`config.mk`:
```
export PLATFORM = sky130hd
export DESIGN_NAME = reply_frame_parser_unit_flat
export DESIGN_NICKNAME = d
export VERILOG_FILES = /design/src/hw/rtl/rfp_pkg.sv /design/src/hw/rtl/rfp_if.sv /design/src/hw/rtl/reply_frame_parser_unit.sv /design/src/flat_wrapper.sv
export SDC_FILE = /design/constraint.sdc
export NUM_CORES = 1
export LEC_CHECK = 0
export ABC_AREA = 1
export BUFFER_PORTS_ARGS = -buffer_cell sky130_fd_sc_hd__buf_2
export CAP_MARGIN = 20
export CORE_MARGIN = 2
export CORE_UTILIZATION = 60
export CTS_BUF_LIST = sky130_fd_sc_hd__clkbuf_4 sky130_fd_sc_hd__clkbuf_8 sky130_fd_sc_hd__clkbuf_16
export DETAILED_ROUTE_END_ITERATION = 8
export PLACE_DENSITY_LB_ADDON = 0.25
export SYNTH_ARGS = -nofsm -noshare
export SYNTH_HDL_FRONTEND = slang
export SYNTH_SLANG_ARGS = --single-unit
```
`constraint.sdc`:
```
create_clock -name clk -period 2.6 [get_ports clk]
set_clock_uncertainty 0.2 [all_clocks]
set_input_delay 0.26 -clock clk [delete_from_list [all_inputs] [get_ports clk]]
set_output_delay 0.26 -clock clk [all_outputs]
set_load 0.05 [all_outputs]
```
`src/hw/rtl/rfp_pkg.sv`:
```
// Package for the reply frame parser: frame constants, result kinds and
// register indexes. No dependencies.
package rfp_pkg;

    localparam logic [7:0] SYNC_FIRST  = 8'hA0;
    localparam logic [7:0] SYNC_SECOND = 8'hA1;
    localparam logic [7:0] TRAIL_CR    = 8'h0D;
    localparam logic [7:0] TRAIL_LF    = 8'h0A;

    localparam logic [7:0] EXPECTED_ID_RESET     = 8'd128;
    localparam logic [7:0] EXPECTED_LENGTH_RESET = 8'd14;

    typedef logic [7:0] byte_t;

    typedef enum logic [1:0] {
        KIND_BYTE    = 2'd0,
        KIND_OK      = 2'd1,
        KIND_TIMEOUT = 2'd2
    } kind_t;

    typedef enum logic {
        CFG_EXPECTED_ID     = 1'b0,
        CFG_EXPECTED_LENGTH = 1'b1
    } cfg_index_t;

endpackage

```
`src/hw/rtl/rfp_if.sv`:
```
// Valid/ready channels of the reply frame parser: received bytes in,
// parse results out. Depends on rfp_pkg.
interface rfp_rx_if;
    logic          valid;
    logic          ready;
    rfp_pkg::byte_t rx_byte;
    logic          timed_out;

    modport source (output valid, output rx_byte, output timed_out, input ready);
    modport sink   (input valid, input rx_byte, input timed_out, output ready);
endinterface

interface rfp_res_if;
    logic           valid;
    logic           ready;
    rfp_pkg::kind_t kind;
    rfp_pkg::byte_t byte_index;
    rfp_pkg::byte_t byte_value;

    modport source (output valid, output kind, output byte_index, output byte_value,
                    input ready);
    modport sink   (input valid, input kind, input byte_index, input byte_value,
                    output ready);
endinterface

```
`src/hw/rtl/reply_frame_parser_unit.sv`:
```
// Reply frame parser: sync hunt, length and id check, payload with index,
// XOR checksum and CR LF trailer. Depends on rfp_pkg and rfp_if.
// Results are registered: a result is valid the cycle after the transfer that causes it.
// Throughput: one byte per cycle while results are taken, set by the single result
// register, which takes a new result in the same cycle as the previous one is transferred.
// Reset: asynchronous, active low; hunt for first sync, registers to defaults.
module reply_frame_parser_unit (
    input  logic                clk,
    input  logic                rst_n,
    input  logic                cfg_we,
    input  rfp_pkg::cfg_index_t cfg_index,
    input  rfp_pkg::byte_t      cfg_data,
    rfp_rx_if.sink              rx,
    rfp_res_if.source           res
);
    import rfp_pkg::*;

    typedef enum logic [3:0] {
        PH_HUNT    = 4'd0,
        PH_SYNC2   = 4'd1,
        PH_LEN_HI  = 4'd2,
        PH_LEN_LO  = 4'd3,
        PH_ID      = 4'd4,
        PH_PAYLOAD = 4'd5,
        PH_CKSUM   = 4'd6,
        PH_CR      = 4'd7,
        PH_LF      = 4'd8
    } phase_t;

    phase_t phase_reg, phase_next;
    byte_t  expected_id_reg, expected_id_next;
    byte_t  expected_length_reg, expected_length_next;
    logic   len_hi_nz_reg, len_hi_nz_next;
    byte_t  len_lo_reg, len_lo_next;
    byte_t  bytes_left_reg, bytes_left_next;
    byte_t  running_xor_reg, running_xor_next;
    byte_t  write_index_reg, write_index_next;
    logic   res_valid_reg, res_valid_next;
    kind_t  kind_reg, kind_next;
    byte_t  byte_index_reg, byte_index_next;
    byte_t  byte_value_reg, byte_value_next;

    logic   rx_take;
    byte_t  b;

    assign rx.ready       = !res_valid_reg || res.ready;
    assign rx_take        = rx.valid && rx.ready;
    assign b              = rx.rx_byte;
    assign res.valid      = res_valid_reg;
    assign res.kind       = kind_reg;
    assign res.byte_index = byte_index_reg;
    assign res.byte_value = byte_value_reg;

    always_comb
    begin
        phase_next           = phase_reg;
        expected_id_next     = expected_id_reg;
        expected_length_next = expected_length_reg;
        len_hi_nz_next       = len_hi_nz_reg;
        len_lo_next          = len_lo_reg;
        bytes_left_next      = bytes_left_reg;
        running_xor_next     = running_xor_reg;
        write_index_next     = write_index_reg;
        res_valid_next       = res_valid_reg && !res.ready;
        kind_next            = kind_reg;
        byte_index_next      = byte_index_reg;
        byte_value_next      = byte_value_reg;

        if (cfg_we)
        begin
            case (cfg_index)
                CFG_EXPECTED_ID:     expected_id_next     = cfg_data;
                CFG_EXPECTED_LENGTH: expected_length_next = cfg_data;
                default:             expected_id_next     = expected_id_reg;
            endcase
        end

        if (rx_take)
        begin
            if (rx.timed_out)
            begin
                phase_next      = PH_HUNT;
                res_valid_next  = 1'b1;
                kind_next       = KIND_TIMEOUT;
                byte_index_next = '0;
                byte_value_next = '0;
            end
            else
            begin
                case (phase_reg)
                    PH_SYNC2:
                        phase_next = (b == SYNC_SECOND) ? PH_LEN_HI : PH_HUNT;
                    PH_LEN_HI:
                    begin
                        len_hi_nz_next = (b != '0);
                        phase_next     = PH_LEN_LO;
                    end
                    PH_LEN_LO:
                    begin
                        len_lo_next = b;
                        phase_next  = PH_ID;
                    end
                    PH_ID:
                    begin
                        if (b != expected_id_reg || len_hi_nz_reg
                            || len_lo_reg != expected_length_reg || len_lo_reg == '0)
                        begin
                            phase_next = PH_HUNT;
                        end
                        else
                        begin
                            running_xor_next = b;
                            write_index_next = 8'd1;
                            bytes_left_next  = len_lo_reg - 8'd1;
                            phase_next       = (len_lo_reg == 8'd1) ? PH_CKSUM : PH_PAYLOAD;
                            res_valid_next   = 1'b1;
                            kind_next        = KIND_BYTE;
                            byte_index_next  = '0;
                            byte_value_next  = b;
                        end
                    end
                    PH_PAYLOAD:
                    begin
                        running_xor_next = running_xor_reg ^ b;
                        write_index_next = write_index_reg + 8'd1;
                        bytes_left_next  = bytes_left_reg - 8'd1;
                        if (bytes_left_reg == 8'd1)
                        begin
                            phase_next = PH_CKSUM;
                        end
                        res_valid_next  = 1'b1;
                        kind_next       = KIND_BYTE;
                        byte_index_next = write_index_reg;
                        byte_value_next = b;
                    end
                    PH_CKSUM:
                        phase_next = (b == running_xor_reg) ? PH_CR : PH_HUNT;
                    PH_CR:
                        phase_next = (b == TRAIL_CR) ? PH_LF : PH_HUNT;
                    PH_LF:
                    begin
                        phase_next = PH_HUNT;
                        if (b == TRAIL_LF)
                        begin
                            res_valid_next  = 1'b1;
                            kind_next       = KIND_OK;
                            byte_index_next = '0;
                            byte_value_next = '0;
                        end
                    end
                    default:
                        phase_next = (b == SYNC_FIRST) ? PH_SYNC2 : PH_HUNT;
                endcase
            end
        end
    end

    always_ff @(posedge clk or negedge rst_n)
    begin
        if (!rst_n)
        begin
            phase_reg           <= PH_HUNT;
            expected_id_reg     <= EXPECTED_ID_RESET;
            expected_length_reg <= EXPECTED_LENGTH_RESET;
            len_hi_nz_reg       <= 1'b0;
            len_lo_reg          <= '0;
            bytes_left_reg      <= '0;
            running_xor_reg     <= '0;
            write_index_reg     <= '0;
            res_valid_reg       <= 1'b0;
            kind_reg            <= KIND_BYTE;
            byte_index_reg      <= '0;
            byte_value_reg      <= '0;
        end
        else
        begin
            phase_reg           <= phase_next;
            expected_id_reg     <= expected_id_next;
            expected_length_reg <= expected_length_next;
            len_hi_nz_reg       <= len_hi_nz_next;
            len_lo_reg          <= len_lo_next;
            bytes_left_reg      <= bytes_left_next;
            running_xor_reg     <= running_xor_next;
            write_index_reg     <= write_index_next;
            res_valid_reg       <= res_valid_next;
            kind_reg            <= kind_next;
            byte_index_reg      <= byte_index_next;
            byte_value_reg      <= byte_value_next;
        end
    end

    a_timeout_reported: assert property (@(posedge clk) disable iff (!rst_n)
        rx_take && rx.timed_out |=> res.valid && res.kind == KIND_TIMEOUT)
        else $error("timeout transfer not reported");

    a_payload_emitted: assert property (@(posedge clk) disable iff (!rst_n)
        rx_take && !rx.timed_out && phase_reg == PH_PAYLOAD
        |=> res.valid && res.kind == KIND_BYTE)
        else $error("payload byte not emitted");

    a_non_byte_zeroed: assert property (@(posedge clk) disable iff (!rst_n)
        res.valid && res.kind != KIND_BYTE |-> res.byte_index == '0 && res.byte_value == '0)
        else $error("non-byte result carries index or value");

endmodule

```
`src/flat_wrapper.sv`:
```
// flat-port wrapper written by rule: the top's interface ports become plain ports
module reply_frame_parser_unit_flat import rfp_pkg::*;
  (clk, rst_n, cfg_we, cfg_index, cfg_data, rx_valid, rx_rx_byte, rx_timed_out, rx_ready, res_valid, res_kind, res_byte_index, res_byte_value, res_ready);
  rfp_rx_if rx_i ();
  rfp_res_if res_i ();
  input  logic clk;
  input  logic rst_n;
  input  logic cfg_we;
  input  rfp_pkg::cfg_index_t cfg_index;
  input  rfp_pkg::byte_t cfg_data;
  input wire logic [$bits(rx_i.valid)-1:0] rx_valid;
  input wire logic [$bits(rx_i.rx_byte)-1:0] rx_rx_byte;
  input wire logic [$bits(rx_i.timed_out)-1:0] rx_timed_out;
  output wire logic [$bits(rx_i.ready)-1:0] rx_ready;
  output wire logic [$bits(res_i.valid)-1:0] res_valid;
  output wire logic [$bits(res_i.kind)-1:0] res_kind;
  output wire logic [$bits(res_i.byte_index)-1:0] res_byte_index;
  output wire logic [$bits(res_i.byte_value)-1:0] res_byte_value;
  input wire logic [$bits(res_i.ready)-1:0] res_ready;
  assign rx_i.valid = rx_valid;
  assign rx_i.rx_byte = rx_rx_byte;
  assign rx_i.timed_out = rx_timed_out;
  assign rx_ready = rx_i.ready;
  assign res_valid = res_i.valid;
  assign res_kind = res_i.kind;
  assign res_byte_index = res_i.byte_index;
  assign res_byte_value = res_i.byte_value;
  assign res_i.ready = res_ready;
  reply_frame_parser_unit u_core (.clk(clk), .rst_n(rst_n), .cfg_we(cfg_we), .cfg_index(cfg_index), .cfg_data(cfg_data), .rx(rx_i), .res(res_i));
endmodule
```
Yosys cells after proc, flatten, opt, wreduce, memory -nomap -nowiden
Index checks and enable logic that the tools add are counted.

storage, ports and cells
  bits in registers = 72
  bits of input ports = 23
  output and inout bits = 20
  word-level logic and storage cells = 88

cells by class
  add/sub/neg operators = 3
  eq/ne operators = 21
  multiplexer cells = 30
  bitwise gates (word level) = 3
  reductions and logical operators = 19

operators with widths
  cell                   number
  $mux W8                7
  $pmux W8 S2            3
  $pmux W8 S3            2
  $pmux W4 S8            1
  $eq A4 B3 Y1 const B   4
  $eq A8 B1 Y1 const B   2
  $eq A8 B4 Y1 const B   2
  $eq A8 B8 Y1 const B   2
  $mux W4                4
  $ne A8 B8 Y1           2
  $sub A8 B1 Y8 const B  2
  $mux W2                5
  $add A8 B1 Y8 const B  1
  $eq A4 B2 Y1 const B   2
  $eq A8 B8 Y1           1
  $logic_not A8 Y1       1
  $reduce_and A4 Y1      2
  $reduce_bool A8 Y1     1
  $xor A8 B8 Y8          1
  $ne A3 B2 Y1 const B   2
  $pmux W2 S3            1
  $reduce_and A2 Y1      3
  $reduce_and A3 Y1      2
  $mux W1                5
  12 further kinds       18

Longest topological paths before layout
Gate-level depths: netlist of run 1.

  word-level depth = 8
  mapped depth = 13
  depth with buffers taken out = 12

Worst setup path before layout of run 1
No wires, ideal clock.

  kind = register to register
  from = reg u_core.res_valid_reg (netlist: u_core.res.valid)
  to = reg u_core.len_lo_reg[0]
  library setup time = 0.131 ns
  arrival = 2.061 ns
  required time = 2.269 ns
  slack = 0.209 ns
  stages on the path, launching flop included = 10
  path buffers = 1
  period minus slack after synthesis = 2.391 ns
  path through = dfrtp_1 inv_1 nor2_1 inv_1 nand2_1 nor2_1 inv_1 nor3_2 clkbuf_1 o21ai_0

on the way
  cells in the longest elaborated chain, start to end = 4

ends and longest elaborated chain
  element                      line                            source
  from (decl)                  reply_frame_parser_unit.sv:38   logic res_valid_reg, res_valid_next;
  from (signal assigned)       reply_frame_parser_unit.sv:185  res_valid_reg <= res_valid_next;
  $logic_not A1 Y1             reply_frame_parser_unit.sv:46   assign rx.ready = !res_valid_reg || res.ready;
  $logic_or A1 B1 Y1           reply_frame_parser_unit.sv:46
  via rx_ready                 flat_wrapper.sv:14              output wire logic [$bits(rx_i.ready)-1:0] rx_ready;
  $logic_and A1 B1 Y1          reply_frame_parser_unit.sv:47   assign rx_take = rx.valid && rx.ready;
  $reduce_and A3 Y1 (no line)  --
  to (signal assigned)         reply_frame_parser_unit.sv:181  len_lo_reg <= len_lo_next;
  to (decl)                    reply_frame_parser_unit.sv:34   byte_t len_lo_reg, len_lo_next;

The timed path passes the listed nets, and every way through them passes these cells.
A chain may end at the register's enable or synchronous reset.

Worst setup path after layout of run 1
  from = reg u_core.phase_reg[1]
  to = reg u_core.phase_reg[2]

on the way
  cells in the longest elaborated chain, start to end = 3
  elaborated cells on any way between the ends = 12
  those cells by class = 9 x eq/ne; 2 x mux; 1 x reduce/logical

ends and longest elaborated chain
  element                                              line                            source
  from (decl)                                          reply_frame_parser_unit.sv:30   phase_t phase_reg, phase_next;
  from (signal assigned)                               reply_frame_parser_unit.sv:177  phase_reg <= phase_next;
  $eq A4 B4 Y1 (tied with other cells)                 reply_frame_parser_unit.sv:90   case (phase_reg)
  $pmux W4 S8 / $ne A3 B2 Y1 (equally long branches)   --
  $mux W4 / $reduce_and A2 Y1 (equally long branches)  --

Several ways; a longest one is shown, not always the timed one.

==> results.ini, run 1 <==
[outcome]
outcome=finished clean

[timing]
slew_headroom_pct=57.32
setup_viol=0
setup_tns_ns=0
post-route-min-period_ns=2.282
hold_viol_final=0
tightest_slew_ns=0.6402
setup_ws_ns=0.3178
fin_crit_sh_pct=87.78
clock.fmax_ghz=0.4382
slew_violations=0
rsz0062_at_grt=no
fin_hold_ws_ns=0.06105

[global_route]
antenna_found_initial=0
grt_pass1_wl_mm=18.33
grt_overflow=0
grt_usage_pct=30.22
grt_pass1_vias=3993
grt_max_degree=33

[final_layout]
postLayoutCellArea_sq_um=4971
nets=694
fin_util_pct=71.97
drive_gt1_share_pct=12.56
syn_to_final_growth_pct=14.73
final_cells=765
diodes=0

[floorplanning]
initial_core_util_pct=62.74
die_x_microns=88.98
core-area_sq_um=6907
io-pin-count=43
dieArea_sq_um=7917
rows=30
die_y_microns=88.98

[power_and_ir_drop]
powerDensity_nw_per_um2=560.5
p_sw_mw=0.7336
power.total_mw=2.786
p_leak_nw=2.613
p_int_mw=2.053
clockPowerShare_pct=41.4
p_comb_share_pct=13.5
seq_power_share_pct=45.1
vdd_ir_drop_max_mv=0.4098
p_sw_share_pct=26.33

[placement]
dpl.hpwl_mm=8.025
dp_slack_ns=0.3549
place_area_sq_um=4614
numPortBuffers=42
gp_congestion=0.9192
placed_cells=740

[logic_synthesis]
seq_area_frac_synth_pct=41.70
synth_warnings=0
synth_seq_cells=72
syn_inst=619
syn_area_sq_um=4333
synth_cell_type_count=34
syn-num-nets=648
synth_area_per_cell_sq_um=7.000

[worst_setup_path]
critical-path-top-delay-family=simple AND/OR/NAND/NOR gates
critPathLaunchType=flop
cp_data_arrival_time_ns=2.32
crit_path_end_kind=flop
cp_max_fo=19
path_cells=or2_4 > nor2_8 > inv_2 > buf_4 > nor2_1 > o21ai_0 > nand2_1 > nor2_1 > nand2_1 > nand2_1
crit_top_cell=nand2_1
critPathSlowestCell=dfrtp_1
slowest_delay_ns=0.44
crit_buf_inv=2
cp.required_ns=2.64
worstSetupPathType=reg2reg

[routing]
dr_total_vias=4185
vias_per_cell=5.471
drt-total-wl_mm=10.93
drtIter0Drc=338
dr.pass1.iters=5
drc=0
wl_per_cell_microns=14.29
ant_nets=0

[clock_tree]
cts_tree=done
cts_hold_buf=10
cts.repair.resized=0
htree_levels=3
cts_buffers=9
cts.sinks=72
clkTransAtPathRegs_ns=0.07
post_cts_buffers=0
insertion_delay_ns=0.35
clockRootBuffer=clkbuf_8
clk_path_buf_depth=2

[hold_path]
hold_path.class=in2reg

[run]
maxCapViolations=0

==> layout by cell type (no fill, tap or decap), types with 2 or more instances in the layout <==
cell	count
nor2_1	57
o21ai_0	47
dlygate4sd3_1	10
ha_1	6
buf_2	42
a21oi_1	7
nor3_1	9
nand3_1	41
nand2_2	4
nand4_1	11
buf_4	5
dfrtp_1	68
xnor2_1	14
clkbuf_8	9
or2_2	3
nor4_1	4
dfstp_2	4
nand3b_1	2
bufinv_16	4
o21ai_1	13
inv_2	2
buf_12	2
inv_1	68
nand2_1	219
xor2_1	6
==> routing by layer <==
metal | track usage (%) | up-vias | share of wire [%]
met3 | 6.648 | 25 | 6.5
met5 | 0 | - | 0
met2 | 51.97 | 191 | 50
li1 | - | 2039 | -
met1 | 37.05 | 1930 | 41
met4 | 12.08 | 0 | 2.3
==> worst reg2reg max path, delay by kind of cell (launching register included) <==
| kind | cells | cell delay, ns |
|---|---|---|
| flops | 1 | 0.44 |
| compound gates | 1 | 0.14 |
| buf+inv | 2 | 0.41 |
| simple gates | 7 | 0.97 |
==> power groups by stage <==
stage	Clock (mW)	Sequential [mW]	Combinational, mW
floorplan	0	1.27	0.245
global placement	0	1.27	0.346
detailed placement	0	1.27	0.359
CTS	1.17	1.25	0.375
global route	1.23	1.26	0.429
finish	1.15	1.26	0.376
==> worst paths after layout <==
kind	startpoint	end	slack [ns]	cells past startpoint
min reg2reg	u_core.res.byte_index[7]	u_core.res.byte_index[7]	0.27	2
max in group asynchronous	rst_n	u_core.expected_length_reg[1]	1.21	3
min in group asynchronous	rst_n	u_core.write_index_reg[2]	0.26	2
max reg2reg	u_core.phase_reg[1]	u_core.phase_reg[2]	0.32	10
min	rx_rx_byte[7]	u_core.len_lo_reg[7]	0.06	3
max	u_core.phase_reg[1]	u_core.phase_reg[2]	0.32	10
==> cell families (layout without fill, tap and decap cells) <==
family / Yosys count / count (layout) / synth area share [%]
adders and majority gates: 6 / 6 / 1.733
AOI/OAI and AO/OA: 71 / 71 / 8.750
and+or+nand+nor: 356 / 356 / 34.80
buffers and inverters: 94 / 144 / 8.981
DFF: 72 / 72 / 41.70
xor gates and xnor gates: 20 / 20 / 4.043
==> area by class of cell <==
class	count	area [sq um]
Sequential cell	72	1807
Clock inverter	6	132.6
Inverter	70	262.8
Fill cell	619	1936
Clock buffer	9	123.9
Timing Repair Buffer	59	387.9
Multi-Input combinational cell	453	2137
Tap cell	96	120.1
==> synthesized netlist by cell type, drive strengths merged <==
master / n / share of area, %
nand2: 223 / 20
inv: 70 / 6.1
dfrtp: 68 / 39
o21ai: 60 / 6.9
nor2: 59 / 5.5
nand3: 42 / 5.1
buf: 19 / 2.5
xnor2: 14 / 2.8
nand4: 11 / 1.6
nor3: 10 / 1.3
a21oi: 8 / 1.0
ha: 6 / 1.7
xor2: 6 / 1.2
clkbuf: 5 / 0.43
dfstp: 4 / 2.4
nor4: 4 / 0.58
or2: 4 / 0.64
a31oi: 2 / 0.64
nand3b: 2 / 0.35
and2: 1 / 0.14
o31ai: 1 / 0.17
(Power assumes the default switching activity.)
==> inputs of run 2 (changes only) <==
CELL_PAD_IN_SITES_DETAIL_PLACEMENT = 2   (was default)
CELL_PAD_IN_SITES_GLOBAL_PLACEMENT = 2   (was default)
CORE_UTILIZATION = 34   (was 60)
==> run 2 against run 1 <==
Wire length rose by 34%. Global-route usage is 6.8 points lower. Critical path depth grew 1. Combinational power increased by 3%. Clock power rose by 19%. Critical path type unchanged. Highest routed layer unchanged.
==> results.ini, run 2 (synthesis gave the netlist of run 1 again) <==
[run]
maxCapViolations=0  ; unchanged

[worst_setup_path]
cp-startpoint=u_core.len_lo_reg[0]
critPathSlowestCell=dfrtp_1
cp_max_fo=29  ; +10
slowest_delay_ns=0.41  ; -0.03 ns
critPathLaunchType=flop
cp_data_arrival_time_ns=2.38  ; +0.06 ns
critical-path-top-delay-family=simple AND/OR/NAND/NOR gates
r2r_start=u_core.len_lo_reg[0]
crit_buf_inv=2  ; unchanged
path_cells=inv_1 > ha_1 > nand2_1 > o21ai_0 > nor2_1 > nand3_1 > nand2_1 > nand2_2 > buf_12 > nand2_1 > o21ai_1
worstSetupPathType=reg2reg
crit_top_cell=nand2_1
crit_path_end_kind=flop
cp.required_ns=2.67  ; +0.03 ns

[timing]
setup_tns_ns=0  ; unchanged
tightest_slew_ns=0.9696  ; +0.3294 ns
slew_violations=0  ; unchanged
fin_crit_sh_pct=88.73  ; +0.95 points
hold_viol_final=0  ; unchanged
post-route-min-period_ns=2.307  ; +0.02465 ns
rsz0062_at_grt=no
slew_headroom_pct=35.36  ; -22 points
clock.fmax_ghz=0.4335  ; -1.1%
setup_viol=0  ; unchanged

[routing]
drt-total-wl_mm=14.66  ; +34%
drc=0  ; unchanged
wl_met3_microns=255  ; -64%
ant_nets=0  ; unchanged
m1WireLength_mm=6.449  ; +43%
dr.pass1.iters=4  ; -1
wl_per_cell_microns=17.49  ; +22%
dr_total_vias=4210  ; +0.60%
vias_per_cell=5.024  ; -8.2%
drtIter0Drc=207  ; -39%
routed.top_layer=met4
dr_wl_met2_mm=7.615  ; +40%

[clock_tree]
clockRootBuffer=clkbuf_16
htree_levels=3  ; unchanged
clk_path_buf_depth=2  ; unchanged
post_cts_buffers=0  ; unchanged
cts_buffers=9  ; unchanged
insertion_delay_ns=0.35  ; about the same
clkTransAtPathRegs_ns=0.06  ; about the same
cts.sinks=72  ; unchanged
cts_tree=done

[global_route]
grt_pass1_vias=4676  ; +17%
grt_max_degree=73  ; +120%
grt_usage_pct=23.40  ; -6.8 points
antenna_found_initial=0  ; unchanged
grt_pass1_wl_mm=24.25  ; +32%
grt_overflow=0  ; unchanged

[power_and_ir_drop]
p_leak_nw=2.631  ; +0.66%
powerDensity_nw_per_um2=593.0  ; +5.8%
power.total_mw=3.014  ; +8.2%
vdd_ir_drop_max_mv=0.3252  ; -21%

[floorplanning]
core-area_sq_um=12520  ; +81%
rows=41  ; +37%
die_y_microns=116.9  ; +31%
die_x_microns=116.9  ; +31%
initial_core_util_pct=34.62  ; -28 points
io-pin-count=43  ; unchanged
dieArea_sq_um=13660  ; +73%

[final_layout]
fillers=1526  ; +150%
mostFrequentLayoutCell=nand2_1
postLayoutCellArea_sq_um=5082  ; +2.2%
layout_common_cells=nand2_1 (219), inv_1 (68), dfrtp_1 (68)
diodes=0  ; unchanged
syn_to_final_growth_pct=17.30
nets=690  ; -0.58%
multi_input_area_sq_um=2137  ; unchanged
drive_gt1_share_pct=12.76  ; +0.21 points
seq_area_sq_um=1807  ; unchanged

[hold_path]
hp-start=cfg_data[3]
hold_path.class=in2reg

[outcome]
outcome=finished clean

[placement]
place_area_sq_um=4700  ; +1.8%
gp_congestion=0.8189  ; -11%
dpl.hpwl_mm=10.89  ; +36%
numPortBuffers=42  ; unchanged

run 2: tightest hold or removal path: cells and delay by family:
kind / cells / cell delay (ns)
buffers and inverters: 2 / 0.18
AO/OA/AOI/OAI: 1 / 0.11
run 2: cell type report:
class,count,share of cell area [%]
inverters,70,5.170
flip-flops and latches,72,35.55
clock buffers,14,5.662
well taps,172,4.234
repair buffers,55,6.647
multi-input cells,453,42.05
clock inverters,2,0.6893
run 2: where the power goes:
part | switching [mW] | total, mW | leakage (nW) | internal (mW)
Combinational | 0.258 | 0.387 | 1.55 | 0.130
Sequential | 0.0702 | 1.26 | 0.922 | 1.19
Clock | 0.508 | 1.37 | 0.162 | 0.858
run 2: metal layers:
layer  vias up  global-route usage (%)
li1       2031                       -
met1      2113                   28.30
met2        49                   41.85
met3        17                   2.884
met4         0                   10.12
met5         -                       0
run 2: timing repair:
action                    4_1_cts  5_1_grt
hold endpoints to repair       76        0
resized for setup               0        0
hold buffers                    6        0
run 2: metrics by stage:
| step | util (%) | instances | setup WS [ns] | hold slack, ns |
|---|---|---|---|---|
| 2_1_floorplan | - | 619 | 0.2087 | -0.2356 |
| 3_3_place_gp | 37.55 | 816 | 0.3932 | 0.2501 |
| 3_5_place_dp | 37.55 | 816 | 0.3085 | 0.2547 |
| 4_1_cts | 40.60 | 838 | 0.2719 | 0.009045 |
| 5_1_grt | 40.60 | 838 | 0.07609 | 0.03562 |
| 6_report | 40.60 | 838 | 0.2931 | 0.02168 |
run 2: worst paths after layout:
kind,end,slack [ns],depth (start not counted)
hold / removal,u_core.expected_length_reg[3],0.02,3
hold reg to reg,u_core.res.byte_index[1],0.26,2
min in group asynchronous,u_core.write_index_reg[5],0.41,2
setup reg to reg,u_core.bytes_left_reg[1],0.29,11
max in group asynchronous,u_core.expected_length_reg[7],1.17,2
setup / recovery,u_core.bytes_left_reg[1],0.29,11
==> inputs of run 3 (changes only) <==
ABC_CLOCK_PERIOD_IN_PS = 2600   (was default)
CELL_PAD_IN_SITES_DETAIL_PLACEMENT = default   (was 2)
CELL_PAD_IN_SITES_GLOBAL_PLACEMENT = default   (was 2)
CORE_UTILIZATION = 60   (was 34)
SETUP_SLACK_MARGIN = 0.15   (was default)
==> run 3 against run 2 <==
Sequential share of layout area rose by 0.58 points. Utilization rose by 32 points. Fmax rose by 6.8%. Sequential power barely moved. First-iteration DRC count rose by 58%. Via count fell by 0.43%. Critical path type unchanged.
==> results.ini, run 3 (synthesis gave the netlist of run 1 again) <==
[outcome]
outcome=finished clean

[timing]
setup_ws_ns=0.4393  ; +0.1461 ns
tightest_slew_ns=0.6445  ; -0.3251 ns
rsz0062_at_grt=no
post-route-min-period_ns=2.161  ; -0.1461 ns
setup_viol=0  ; unchanged
hold_viol_final=0  ; unchanged
setup_tns_ns=0  ; unchanged
slew_violations=0  ; unchanged
fin_hold_ws_ns=0.06155  ; +0.03987 ns
clock.fmax_ghz=0.4628  ; +6.8%
slew_headroom_pct=57.03  ; +22 points
fin_crit_sh_pct=83.11  ; -5.6 points

[placement]
dpl.hpwl_mm=8.025  ; -26%
place_area_sq_um=4614  ; -1.8%
numPortBuffers=42  ; unchanged
gp_congestion=0.9192  ; +12%
dp_slack_ns=0.3549  ; +0.04639 ns
placed_cells=740  ; -9.3%

[worst_setup_path]
cp_data_arrival_time_ns=2.20  ; -0.18 ns
worstSetupPathType=reg2reg
cp.required_ns=2.64  ; -0.03 ns
cp_max_fo=18  ; -38%
critPathLaunchType=flop
crit_path_end_kind=flop

[routing]
drtIter0Drc=327  ; +58%
dr.pass1.iters=7  ; +3
drc=0  ; unchanged
dr_wl_met2_mm=5.514  ; -28%
wl_per_cell_microns=14.39  ; -18%
dr_total_vias=4192  ; -0.43%
vias_per_cell=5.451  ; +8.5%
wl_met3_microns=663  ; +160%
drt-total-wl_mm=11.07  ; -24%
m1WireLength_mm=4.593  ; -29%
routed.top_layer=met4
ant_nets=0  ; unchanged

[floorplanning]
dieArea_sq_um=7917  ; -42%
die_x_microns=88.98  ; -24%
rows=30  ; -27%
io-pin-count=43  ; unchanged
initial_core_util_pct=62.74  ; +28 points
die_y_microns=88.98  ; -24%
core-area_sq_um=6907  ; -45%

[global_route]
grt_max_degree=33  ; -55%
grt_usage_pct=30.22  ; +6.8 points
grt_pass1_vias=3993  ; -15%
grt_pass1_wl_mm=18.33  ; -24%
antenna_found_initial=0  ; unchanged
grt_overflow=0  ; unchanged

[clock_tree]
clockRootBuffer=clkbuf_8
insertion_delay_ns=0.35  ; about the same
htree_levels=3  ; unchanged
cts_tree=done
cts_buffers=9  ; unchanged
clkTransAtPathRegs_ns=0.08  ; +0.02 ns
clk_path_buf_depth=2  ; unchanged
cts.sinks=72  ; unchanged

[power_and_ir_drop]
p_int_mw=2.052  ; -5.8%
vdd_ir_drop_max_mv=0.4089  ; +26%
clockPowerShare_pct=41.4  ; -3.9 points
power.total_mw=2.791  ; -7.4%
seq_power_share_pct=45.1  ; +3.3 points
p_comb_share_pct=13.5  ; +0.6 points
p_sw_share_pct=26.47  ; -1.3 points
powerDensity_nw_per_um2=558.1  ; -5.9%
p_leak_nw=2.635  ; +0.17%
p_sw_mw=0.7389  ; -12%

[final_layout]
fin_util_pct=72.41  ; +32 points
syn_to_final_growth_pct=15.42
diodes=0  ; unchanged
fillers=617  ; -60%
nets=698  ; +1.2%
drive_gt1_share_pct=13.08  ; +0.31 points
seq_area_sq_um=1807  ; unchanged
layout_common_cells=nand2_1 (219), inv_1 (68), dfrtp_1 (68)
postLayoutCellArea_sq_um=5001  ; -1.6%
mostFrequentLayoutCell=nand2_1
multi_input_area_sq_um=2137  ; unchanged
final_cells=769  ; -8.2%

[hold_path]
hold_path.class=in2reg

[run]
maxCapViolations=0  ; unchanged

==> run 3: worst paths after layout <==
| path | cells past startpoint | from | end | slack [ns] |
|---|---|---|---|---|
| max in group asynchronous | 3 | rst_n | u_core.expected_length_reg[1] | 1.20 |
| min in group asynchronous | 2 | rst_n | u_core.write_index_reg[2] | 0.26 |
| max reg2reg | 10 | u_core.phase_reg[1] | u_core.phase_reg[2] | 0.44 |
| min | 3 | rx_rx_byte[7] | u_core.len_lo_reg[7] | 0.06 |
| max | 10 | u_core.phase_reg[1] | u_core.phase_reg[2] | 0.44 |
| min reg2reg | 2 | u_core.res.byte_index[7] | u_core.res.byte_index[7] | 0.27 |
==> run 3: worst max-delay path: stages (launching register included) <==
cell and delay [ns]:
dfrtp_1 0.44, or2_4 0.30, nor2_8 0.18, inv_2 0.14, buf_4 0.22, nor2_1 0.13, o21ai_0 0.14, nand2_1 0.10
nor2_1 0.05, nand2_1 0.08, nand2_1 0.06
==> run 3: cell type report <==
| class | count | area share (%) |
|---|---|---|
| multi-input combinational | 453 | 42.73 |
| sequential | 72 | 36.13 |
| timing repair buffer | 63 | 8.356 |
| inverter | 70 | 5.254 |
| clock inverter | 6 | 2.652 |
| clock buffer | 9 | 2.477 |
| tap | 96 | 2.402 |
==> run 3: repair_timing <==
action / 4_1_cts / 5_1_grt
setup endpoints to repair: 0 / 3
gates resized for setup: 0 / 0
endpoints found under the hold margin: 40 / 0
hold buffers: 10 / 0
buffers inserted: 0 / 4
==> run 3: per-layer routing <==
layer | vias up | global-route usage (%)
met5 | - | 0
li1 | 2046 | -
met3 | 31 | 6.648
met4 | 0 | 12.08
met1 | 1949 | 37.05
met2 | 166 | 51.97
==> run 3: power by group through the flow <==
stage               registers, mW  logic [mW]  clock network (mW)
floorplan                    1.27       0.245                   0
global placement             1.27       0.346                   0
detailed placement           1.27       0.359                   0
CTS                          1.25       0.375                1.17
global route                 1.26       0.430                1.23
finish                       1.26       0.377                1.16
